### src/sv/pidpls_pkg.sv
// ---------------------------------------------------------------------------
// pidpls_pkg
// Shared types and constants of the PID position loop.
// ---------------------------------------------------------------------------
package pidpls_pkg;

	localparam int SUM_WIDTH_DEF = 24;

	localparam int POS_W  = 16;
	localparam int GAIN_W = 16;
	localparam int BAND_W = 15;
	localparam int ERR_W  = 17;
	localparam int CHG_W  = 18;
	localparam int CFG_IDX_W = 3;
	localparam int DRIVE_W = 8;
	localparam int DRIVE_MAX = 100;

	// register indexes
	localparam logic [CFG_IDX_W-1:0] CFG_TARGET   = 3'd0;
	localparam logic [CFG_IDX_W-1:0] CFG_GAIN_P   = 3'd1;
	localparam logic [CFG_IDX_W-1:0] CFG_GAIN_I   = 3'd2;
	localparam logic [CFG_IDX_W-1:0] CFG_GAIN_D   = 3'd3;
	localparam logic [CFG_IDX_W-1:0] CFG_WINDOW   = 3'd4;
	localparam logic [CFG_IDX_W-1:0] CFG_BAND     = 3'd5;
	localparam logic [CFG_IDX_W-1:0] CFG_INVERT   = 3'd6;

	// reset values: gains Q4.12, positions Q12.4
	localparam logic signed [POS_W-1:0] TARGET_RST = 16'sd0;
	localparam logic [GAIN_W-1:0] GAIN_P_RST = 16'd1413;
	localparam logic [GAIN_W-1:0] GAIN_I_RST = 16'd328;
	localparam logic [GAIN_W-1:0] GAIN_D_RST = 16'd614;
	localparam logic [BAND_W-1:0] WINDOW_RST = 15'd80;
	localparam logic [BAND_W-1:0] BAND_RST   = 15'd24;
	localparam logic INVERT_RST = 1'b1;

	typedef struct packed {
		logic [GAIN_W-1:0] gain_p;
		logic [GAIN_W-1:0] gain_i;
		logic [GAIN_W-1:0] gain_d;
	} gains_t;

	typedef struct packed {
		logic signed [POS_W-1:0] target;
		logic [BAND_W-1:0]       window;
		logic [BAND_W-1:0]       band;
		logic                    invert;
	} loop_cfg_t;

endpackage

### src/sv/pidpls_loop.sv
// ---------------------------------------------------------------------------
// pidpls_loop
// Loop state: error, windowed integral, derivative and settle latch.
// Updates once per accepted sample and hands the pre-update terms onward.
// ---------------------------------------------------------------------------
module pidpls_loop #(
	parameter int SUM_WIDTH = pidpls_pkg::SUM_WIDTH_DEF
) (
	input  logic                                   clk,
	input  logic                                   arst_n,
	input  pidpls_pkg::loop_cfg_t                  cfg,
	input  logic                                   accept,
	input  logic signed [pidpls_pkg::POS_W-1:0]    measured_position,
	input  logic                                   start_req,
	output logic signed [pidpls_pkg::ERR_W-1:0]    snap_error,
	output logic signed [SUM_WIDTH-1:0]            snap_sum,
	output logic signed [pidpls_pkg::CHG_W-1:0]    snap_change,
	output logic                                   snap_done
);

	localparam int EW = pidpls_pkg::ERR_W;
	localparam int CW = pidpls_pkg::CHG_W;
	localparam logic signed [SUM_WIDTH-1:0] SUM_MAX = {1'b0, {(SUM_WIDTH-1){1'b1}}};
	localparam logic signed [SUM_WIDTH-1:0] SUM_MIN = {1'b1, {(SUM_WIDTH-1){1'b0}}};

	logic signed [EW-1:0]        error_q;
	logic signed [SUM_WIDTH-1:0] sum_q;
	logic signed [CW-1:0]        change_q;
	logic                        settled_q;

	logic signed [EW-1:0]        error_b;
	logic signed [SUM_WIDTH-1:0] sum_b;
	logic signed [CW-1:0]        change_b;
	logic                        settled_b;

	logic signed [EW-1:0]        err;
	logic [EW-1:0]               mag;
	logic signed [SUM_WIDTH:0]   sum_wide;
	logic signed [SUM_WIDTH-1:0] sum_next;
	logic signed [CW-1:0]        change_next;
	logic                        settle_next;

	always_comb begin
		// start request clears the loop before the sample is used
		error_b   = start_req ? '0 : error_q;
		sum_b     = start_req ? '0 : sum_q;
		change_b  = start_req ? '0 : change_q;
		settled_b = start_req ? 1'b0 : settled_q;

		if (cfg.invert) begin
			err = {measured_position[15], measured_position} - {cfg.target[15], cfg.target};
		end else begin
			err = {cfg.target[15], cfg.target} - {measured_position[15], measured_position};
		end
		mag = err[EW-1] ? EW'(-err) : EW'(err);

		sum_wide = {sum_b[SUM_WIDTH-1], sum_b} + (SUM_WIDTH+1)'(err);
		if (mag >= {2'b00, cfg.window}) begin
			sum_next = '0;
		end else if (sum_wide[SUM_WIDTH] != sum_wide[SUM_WIDTH-1]) begin
			sum_next = sum_wide[SUM_WIDTH] ? SUM_MIN : SUM_MAX;
		end else begin
			sum_next = sum_wide[SUM_WIDTH-1:0];
		end

		change_next = {err[EW-1], err} - {error_b[EW-1], error_b};
		settle_next = settled_b || (mag < {2'b00, cfg.band});
	end

	assign snap_error  = error_b;
	assign snap_sum    = sum_b;
	assign snap_change = change_b;
	assign snap_done   = settle_next;

	always_ff @(posedge clk or negedge arst_n) begin
		if (!arst_n) begin
			error_q   <= '0;
			sum_q     <= '0;
			change_q  <= '0;
			settled_q <= 1'b0;
		end else if (accept) begin
			if (settled_b) begin
				// hold the loop state while settled
				error_q   <= error_b;
				sum_q     <= sum_b;
				change_q  <= change_b;
				settled_q <= 1'b1;
			end else begin
				error_q   <= err;
				sum_q     <= sum_next;
				change_q  <= change_next;
				settled_q <= settle_next;
			end
		end
	end

endmodule

### src/sv/pidpls_drive.sv
// ---------------------------------------------------------------------------
// pidpls_drive
// Drive stage: state capture, then three gain products, sum, round and
// saturate straight into the result register.
// ---------------------------------------------------------------------------
module pidpls_drive #(
	parameter int SUM_WIDTH = pidpls_pkg::SUM_WIDTH_DEF
) (
	input  logic                                      clk,
	input  logic                                      arst_n,
	input  pidpls_pkg::gains_t                        gains,
	input  logic                                      snap_valid,
	output logic                                      snap_ready,
	input  logic signed [pidpls_pkg::ERR_W-1:0]       snap_error,
	input  logic signed [SUM_WIDTH-1:0]               snap_sum,
	input  logic signed [pidpls_pkg::CHG_W-1:0]       snap_change,
	input  logic                                      snap_done,
	output logic                                      out_valid,
	input  logic                                      out_ready,
	output logic signed [pidpls_pkg::DRIVE_W-1:0]     drive_pct,
	output logic                                      done_res
);

	localparam int EW   = pidpls_pkg::ERR_W;
	localparam int CW   = pidpls_pkg::CHG_W;
	localparam int GW   = pidpls_pkg::GAIN_W + 1;
	localparam int PPW  = EW + GW;
	localparam int PIW  = SUM_WIDTH + GW;
	localparam int PDW  = CW + GW;
	localparam int ACC_W = ((PIW > PDW) ? PIW : PDW) + 2;
	localparam int DW   = pidpls_pkg::DRIVE_W;
	localparam logic signed [ACC_W-1:0] HALF    = ACC_W'(32768);
	localparam logic signed [ACC_W-1:0] LIM_POS = ACC_W'(pidpls_pkg::DRIVE_MAX);
	localparam logic signed [ACC_W-1:0] LIM_NEG = -ACC_W'(pidpls_pkg::DRIVE_MAX);
	localparam logic signed [DW-1:0] DRV_POS = DW'(pidpls_pkg::DRIVE_MAX);
	localparam logic signed [DW-1:0] DRV_NEG = -DW'(pidpls_pkg::DRIVE_MAX);

	logic v_s1, out_valid_q;
	logic rdy_o, rdy_s1;

	logic signed [EW-1:0]        error_s1;
	logic signed [SUM_WIDTH-1:0] sum_s1;
	logic signed [CW-1:0]        change_s1;
	logic                        done_s1;

	logic signed [PPW-1:0] prod_p;
	logic signed [PIW-1:0] prod_i;
	logic signed [PDW-1:0] prod_d;

	logic signed [DW-1:0] drive_q;
	logic                 done_q;

	logic signed [ACC_W-1:0] acc;
	logic signed [ACC_W-1:0] whole;
	logic signed [DW-1:0]    drive_next;

	assign rdy_o      = !out_valid_q || out_ready;
	assign rdy_s1     = !v_s1 || rdy_o;
	assign snap_ready = rdy_s1;

	always_ff @(posedge clk or negedge arst_n) begin
		if (!arst_n) begin
			v_s1        <= 1'b0;
			out_valid_q <= 1'b0;
		end else begin
			if (rdy_s1) begin
				v_s1 <= snap_valid;
			end
			if (rdy_o) begin
				out_valid_q <= v_s1;
			end
		end
	end

	always_ff @(posedge clk) begin
		if (rdy_s1 && snap_valid) begin
			error_s1  <= snap_error;
			sum_s1    <= snap_sum;
			change_s1 <= snap_change;
			done_s1   <= snap_done;
		end
		if (rdy_o && v_s1) begin
			drive_q <= drive_next;
			done_q  <= done_s1;
		end
	end

	// Q.16 sum, round half up to whole percent, clamp
	always_comb begin
		prod_p = PPW'(error_s1) * PPW'($signed({1'b0, gains.gain_p}));
		prod_i = PIW'(sum_s1) * PIW'($signed({1'b0, gains.gain_i}));
		prod_d = PDW'(change_s1) * PDW'($signed({1'b0, gains.gain_d}));
		acc    = ACC_W'(prod_p) + ACC_W'(prod_i) + ACC_W'(prod_d) + HALF;
		whole  = acc >>> 16;
		priority if (done_s1) begin
			drive_next = '0;
		end else if (whole > LIM_POS) begin
			drive_next = DRV_POS;
		end else if (whole < LIM_NEG) begin
			drive_next = DRV_NEG;
		end else begin
			drive_next = whole[DW-1:0];
		end
	end

	assign out_valid = out_valid_q;
	assign drive_pct = drive_q;
	assign done_res  = done_q;

endmodule

### src/sv/pid_position_loop_settle_top.sv
// ---------------------------------------------------------------------------
// pid_position_loop_settle_top
// PID position loop with windowed integral and settle latch.
// ---------------------------------------------------------------------------
// Usage:
//   Input channel (in_valid/in_ready) carries one sample per transaction:
//   measured_position (Q12.4) and start_req. Output channel
//   (out_valid/out_ready) returns one transaction per sample: drive_pct in
//   whole percent (-100..100) and done_res.
//   The loop state updates at the edge that accepts the sample, so the
//   next sample may follow in the very next cycle while in_ready is high:
//   one sample per cycle. Results pass state capture, then gain products,
//   sum and saturation into the output register that drives out_valid.
//   When the receiver stalls, results wait in the capture stage and the
//   output register; in_ready drops only once both are full.
//   Registers are written through cfg_wr_en/cfg_index/cfg_data; the user
//   must do so only while the block is idle; the block does not enforce it.
//   Reset clears the loop state and loads register defaults.
// ---------------------------------------------------------------------------
module pid_position_loop_settle_top #(
	parameter int SUM_WIDTH = pidpls_pkg::SUM_WIDTH_DEF
) (
	input  logic                                   clk,
	input  logic                                   arst_n,
	input  logic                                   cfg_wr_en,
	input  logic [pidpls_pkg::CFG_IDX_W-1:0]       cfg_index,
	input  logic [pidpls_pkg::GAIN_W-1:0]          cfg_data,
	input  logic                                   in_valid,
	output logic                                   in_ready,
	input  logic signed [pidpls_pkg::POS_W-1:0]    measured_position,
	input  logic                                   start_req,
	output logic                                   out_valid,
	input  logic                                   out_ready,
	output logic signed [pidpls_pkg::DRIVE_W-1:0]  drive_pct,
	output logic                                   done_res
);

	pidpls_pkg::gains_t    gains_q;
	pidpls_pkg::loop_cfg_t loop_cfg_q;

	logic signed [pidpls_pkg::ERR_W-1:0] snap_error;
	logic signed [SUM_WIDTH-1:0]         snap_sum;
	logic signed [pidpls_pkg::CHG_W-1:0] snap_change;
	logic                                snap_done;
	logic                                snap_ready;

	always_ff @(posedge clk or negedge arst_n) begin
		if (!arst_n) begin
			gains_q.gain_p    <= pidpls_pkg::GAIN_P_RST;
			gains_q.gain_i    <= pidpls_pkg::GAIN_I_RST;
			gains_q.gain_d    <= pidpls_pkg::GAIN_D_RST;
			loop_cfg_q.target <= pidpls_pkg::TARGET_RST;
			loop_cfg_q.window <= pidpls_pkg::WINDOW_RST;
			loop_cfg_q.band   <= pidpls_pkg::BAND_RST;
			loop_cfg_q.invert <= pidpls_pkg::INVERT_RST;
		end else if (cfg_wr_en) begin
			unique case (cfg_index)
				pidpls_pkg::CFG_TARGET: begin
					loop_cfg_q.target <= $signed(cfg_data);
				end
				pidpls_pkg::CFG_GAIN_P: begin
					gains_q.gain_p <= cfg_data;
				end
				pidpls_pkg::CFG_GAIN_I: begin
					gains_q.gain_i <= cfg_data;
				end
				pidpls_pkg::CFG_GAIN_D: begin
					gains_q.gain_d <= cfg_data;
				end
				pidpls_pkg::CFG_WINDOW: begin
					loop_cfg_q.window <= cfg_data[pidpls_pkg::BAND_W-1:0];
				end
				pidpls_pkg::CFG_BAND: begin
					loop_cfg_q.band <= cfg_data[pidpls_pkg::BAND_W-1:0];
				end
				pidpls_pkg::CFG_INVERT: begin
					loop_cfg_q.invert <= cfg_data[0];
				end
				default: begin
					// drop writes beyond the register list
				end
			endcase
		end
	end

	assign in_ready = snap_ready;

	pidpls_loop #(
		.SUM_WIDTH(SUM_WIDTH)
	) u_loop (
		.clk               (clk),
		.arst_n            (arst_n),
		.cfg               (loop_cfg_q),
		.accept            (in_valid && snap_ready),
		.measured_position (measured_position),
		.start_req         (start_req),
		.snap_error        (snap_error),
		.snap_sum          (snap_sum),
		.snap_change       (snap_change),
		.snap_done         (snap_done)
	);

	pidpls_drive #(
		.SUM_WIDTH(SUM_WIDTH)
	) u_drive (
		.clk         (clk),
		.arst_n      (arst_n),
		.gains       (gains_q),
		.snap_valid  (in_valid),
		.snap_ready  (snap_ready),
		.snap_error  (snap_error),
		.snap_sum    (snap_sum),
		.snap_change (snap_change),
		.snap_done   (snap_done),
		.out_valid   (out_valid),
		.out_ready   (out_ready),
		.drive_pct   (drive_pct),
		.done_res    (done_res)
	);

endmodule

### config.mk
export PLATFORM = sky130hd
export DESIGN_NAME = pid_position_loop_settle_top
export DESIGN_NICKNAME = d
export VERILOG_FILES = /design/src/sv/pidpls_pkg.sv /design/src/sv/pidpls_loop.sv /design/src/sv/pidpls_drive.sv /design/src/sv/pid_position_loop_settle_top.sv
export SDC_FILE = /design/constraint.sdc
export NUM_CORES = 2
export LEC_CHECK = 0
export ABC_AREA = 1
export BUFFER_PORTS_ARGS = -buffer_cell sky130_fd_sc_hd__buf_2
export CORE_ASPECT_RATIO = 0.5
export CORE_UTILIZATION = 30
export CTS_BUF_LIST = sky130_fd_sc_hd__clkbuf_8
export DETAILED_ROUTE_END_ITERATION = 7
export REMOVE_ABC_BUFFERS = 1
export SETUP_SLACK_MARGIN = 0.3
export SYNTH_ARGS = -nofsm -noshare
export SYNTH_HDL_FRONTEND = slang
export SYNTH_SLANG_ARGS = --single-unit
### constraint.sdc
create_clock -name clk -period 25.7 [get_ports clk]
set_input_delay 7.71 -clock clk [delete_from_list [all_inputs] [get_ports clk]]
set_output_delay 7.71 -clock clk [all_outputs]
set_load 0.03 [all_outputs]
==> results.ini <==
[placed_design]
portBuffers=51
hpwl_mm=124.6
routabilityCongestion=0.9242
postPlaceCellArea_mm2=0.05559

[finish]
multi_input_area_mm2=0.03814
n_fill_cell=18472
final_area_mm2=0.05653
regArea_mm2=0.006023
final_layout_size_suffix_gt1_share_pct=3.303
fin_nets=8034
syn_to_final_growth_pct=5.994

[floorplan]
die-area_mm2=0.1796
initial_core_util_pct=30.48
die_w_um=598.3
core_area_mm2=0.1750
die_h_um=300.1
rows=108
pin_count=52

[timing]
maxSlewViolCount=0
final.period_utilization_pct=61.93
slew_headroom_pct=15.65
finalSetupTns_ns=0
final-setup-viol-count=0
worst_pin_slew_ns=1.265
rsz0062_at_grt=false
fmax_mhz=62.83
final-hold-violation-count=0
period_needed_ns=15.92
skew_ns=0.07110

[global_route]
grt_max_degree=87
antenna_found_initial=5
overflow=0
grt.total_usage_pct=17.06
grt_pass1_wl_mm=238.0
grt_pass1_vias=41793

[logic_synthesis]
yosys.area_share.simple_pct=15.27
synth_top_family_by_area=adder cells
synth.area.mux_share_pct=0.03754
synth_area_mm2=0.05333
synth_compound_area_share_pct=4.364
ys_seq_area_share_pct=11.29
netlist-cell-type-count=56
synth_edf_count=69
synth_xor_area_share_pct=0.9689
ys_ff_latch=226
syn_area_per_cell_um2=7.999
yosysWarnings=0
synthCells=6667
synthAdderAreaFrac_pct=50.87
ys.flop_type=dfrtp_1
async_reset_ff_share_pct=69.47

[run]
max_cap_viol_count=0

[worst_setup_path]
rr_worst_depth=31
cp.required_ns=17.99
crit_type=primary input to output port
r2r_slack_ns=15.35
worstReg2RegStart=u_drive.error_s1[16]$_DFFE_PP_
timing.rr.end=u_drive.drive_pct[1]$_SDFFCE_PP0P_
path_max_fanout=3
end_kind=output port
arrival_ns=8.21
worstSetupStartpointType=primary input

[cts]
cts_buffers=42
cts.root.buffer_cell=clkbuf_8
ctsResizeCount=0
clock-sinks=226
clk_path_buf_depth=3
hold_buffers=0
h-tree-depth=2
cts_setup_buffers=0
clkTransAtPathRegs_ns=0.05
cts_tree=yes
insertion_delay_ns=0.65

[route]
routed_wirelength_mm=147.4
viasPerCell=4.452
drt_drc_violations_left=0
vias=39641
first_pass_iters=6
ant_nets=0
drtIter0Drc=3024
wl_per_cell_um=16.55

[min_path]
hold_path_end=u_loop.sum_q[21]$_DFFE_PN0P_
min_from=u_loop.sum_q[21]$_DFFE_PN0P_
min_path_cells=2
hold_path_class=register to register

[outcome]
outcome=completed

==> metal layers <==
layer	vias to the layer above	share of wire [%]	routed length, µm	global-route usage (%)
met5	-	0.0088	13	0
met4	2	4.3	6408	6.296
met3	237	5.9	8732	1.872
met2	1160	45	67030	27.96
met1	19806	44	65160	23.31
li1	18436	-	-	-
==> logic make-up (layout without fill, tap and decap cells) <==
kind of cell / after synthesis / count (layout)
buf+inv: 2421 / 2293
mux: 2 / 2
compound gates: 431 / 431
fa+ha+maj: 1488 / 1488
flops: 226 / 226
other cells: 0 / 1
xor+xnor: 59 / 59
simple gates: 2040 / 2040
==> cells in the mapped netlist (6+ instances only) <==
| cell type | n | share of area [%] |
|---|---|---|
| a21boi_0 | 7 | 0.099 |
| a21o_1 | 12 | 0.17 |
| a21oi_1 | 175 | 1.6 |
| a31oi_1 | 9 | 0.11 |
| buf_1 | 17 | 0.12 |
| buf_2 | 8 | 0.075 |
| clkbuf_1 | 242 | 1.7 |
| dfrtp_1 | 139 | 6.5 |
| dfstp_2 | 18 | 0.89 |
| edfxtp_1 | 69 | 3.9 |
| fa_1 | 1134 | 43 |
| ha_1 | 354 | 8.3 |
| inv_1 | 2136 | 15 |
| nand2_1 | 1604 | 11 |
| nand2_2 | 19 | 0.22 |
| nand3_1 | 95 | 0.89 |
| nand3b_1 | 13 | 0.18 |
| nand4_1 | 39 | 0.46 |
| nor2_1 | 225 | 1.6 |
| nor2_2 | 11 | 0.13 |
| nor3_1 | 11 | 0.10 |
| o21ai_0 | 176 | 1.7 |
| o21ai_1 | 10 | 0.094 |
| o21bai_1 | 19 | 0.27 |
| o22ai_1 | 6 | 0.070 |
| xnor2_1 | 19 | 0.31 |
| xor2_1 | 40 | 0.66 |
==> final cells by class <==
cell class / count / area share [%]
clock buffers: 50 / 1.217
inverters: 2143 / 14.24
diodes: 1 / 0.004427
flip-flops and latches: 226 / 10.66
clock inverters: 28 / 0.4338
well taps: 2365 / 5.235
multi-input cells: 4020 / 67.48
repair buffers: 72 / 0.7415
==> worst max-delay path, cell delays in order <==
cell	delay [ns]
buf_2	0.10
inv_1	0.09
nand3_1	0.11
buf_2	0.20
==> cells in the final DEF, fill, tap and decap left out, types with 69 or more instances in the layout <==
cell / count
nand3_1: 95
inv_1: 2150
fa_1: 1134
nor2_1: 224
nand2_1: 1604
dfrtp_1: 139
edfxtp_1: 69
o21ai_0: 176
a21oi_1: 174
ha_1: 354
==> how the worst max path moves through the flow <==
stage | from | end | slack [ns] | cells past startpoint
floorplan | out_ready | in_ready | 9.94 | 2
global placement | out_ready | in_ready | 9.76 | 4
detailed placement | out_ready | in_ready | 9.78 | 4
CTS | out_ready | in_ready | 9.78 | 4
global route | out_ready | in_ready | 9.74 | 4
finish | out_ready | in_ready | 9.78 | 4
==> per-stage QoR <==
stage	hold WS, ns	setup slack (ns)	instances	util, %
6_report	0.4791	9.785	8905	32.30
5_1_grt	0.4991	9.737	8905	32.30
4_1_cts	0.4787	9.777	8904	32.30
3_5_place_dp	0.4659	9.777	8826	31.77
3_3_place_gp	0.4660	9.755	8826	31.77
2_1_floorplan	0.4471	9.938	6389	-
==> registers in the layout, summed over array words and instances (netlist names) <==
signal,cells
u_drive.sum_s1,24
gains_q,48
u_drive.done_res,1
u_drive.v_s1,1
u_loop.change_q,18
u_loop.sum_q,24
u_drive.error_s1,17
u_loop.error_q,17
u_drive.change_s1,18
u_drive.drive_pct,8
u_loop.settled_q,1
u_drive.out_valid,1
loop_cfg_q,47
u_drive.done_s1,1
Power is not shown: default switching activity piles up to over one toggle a cycle in this logic, so the estimate is an artifact.
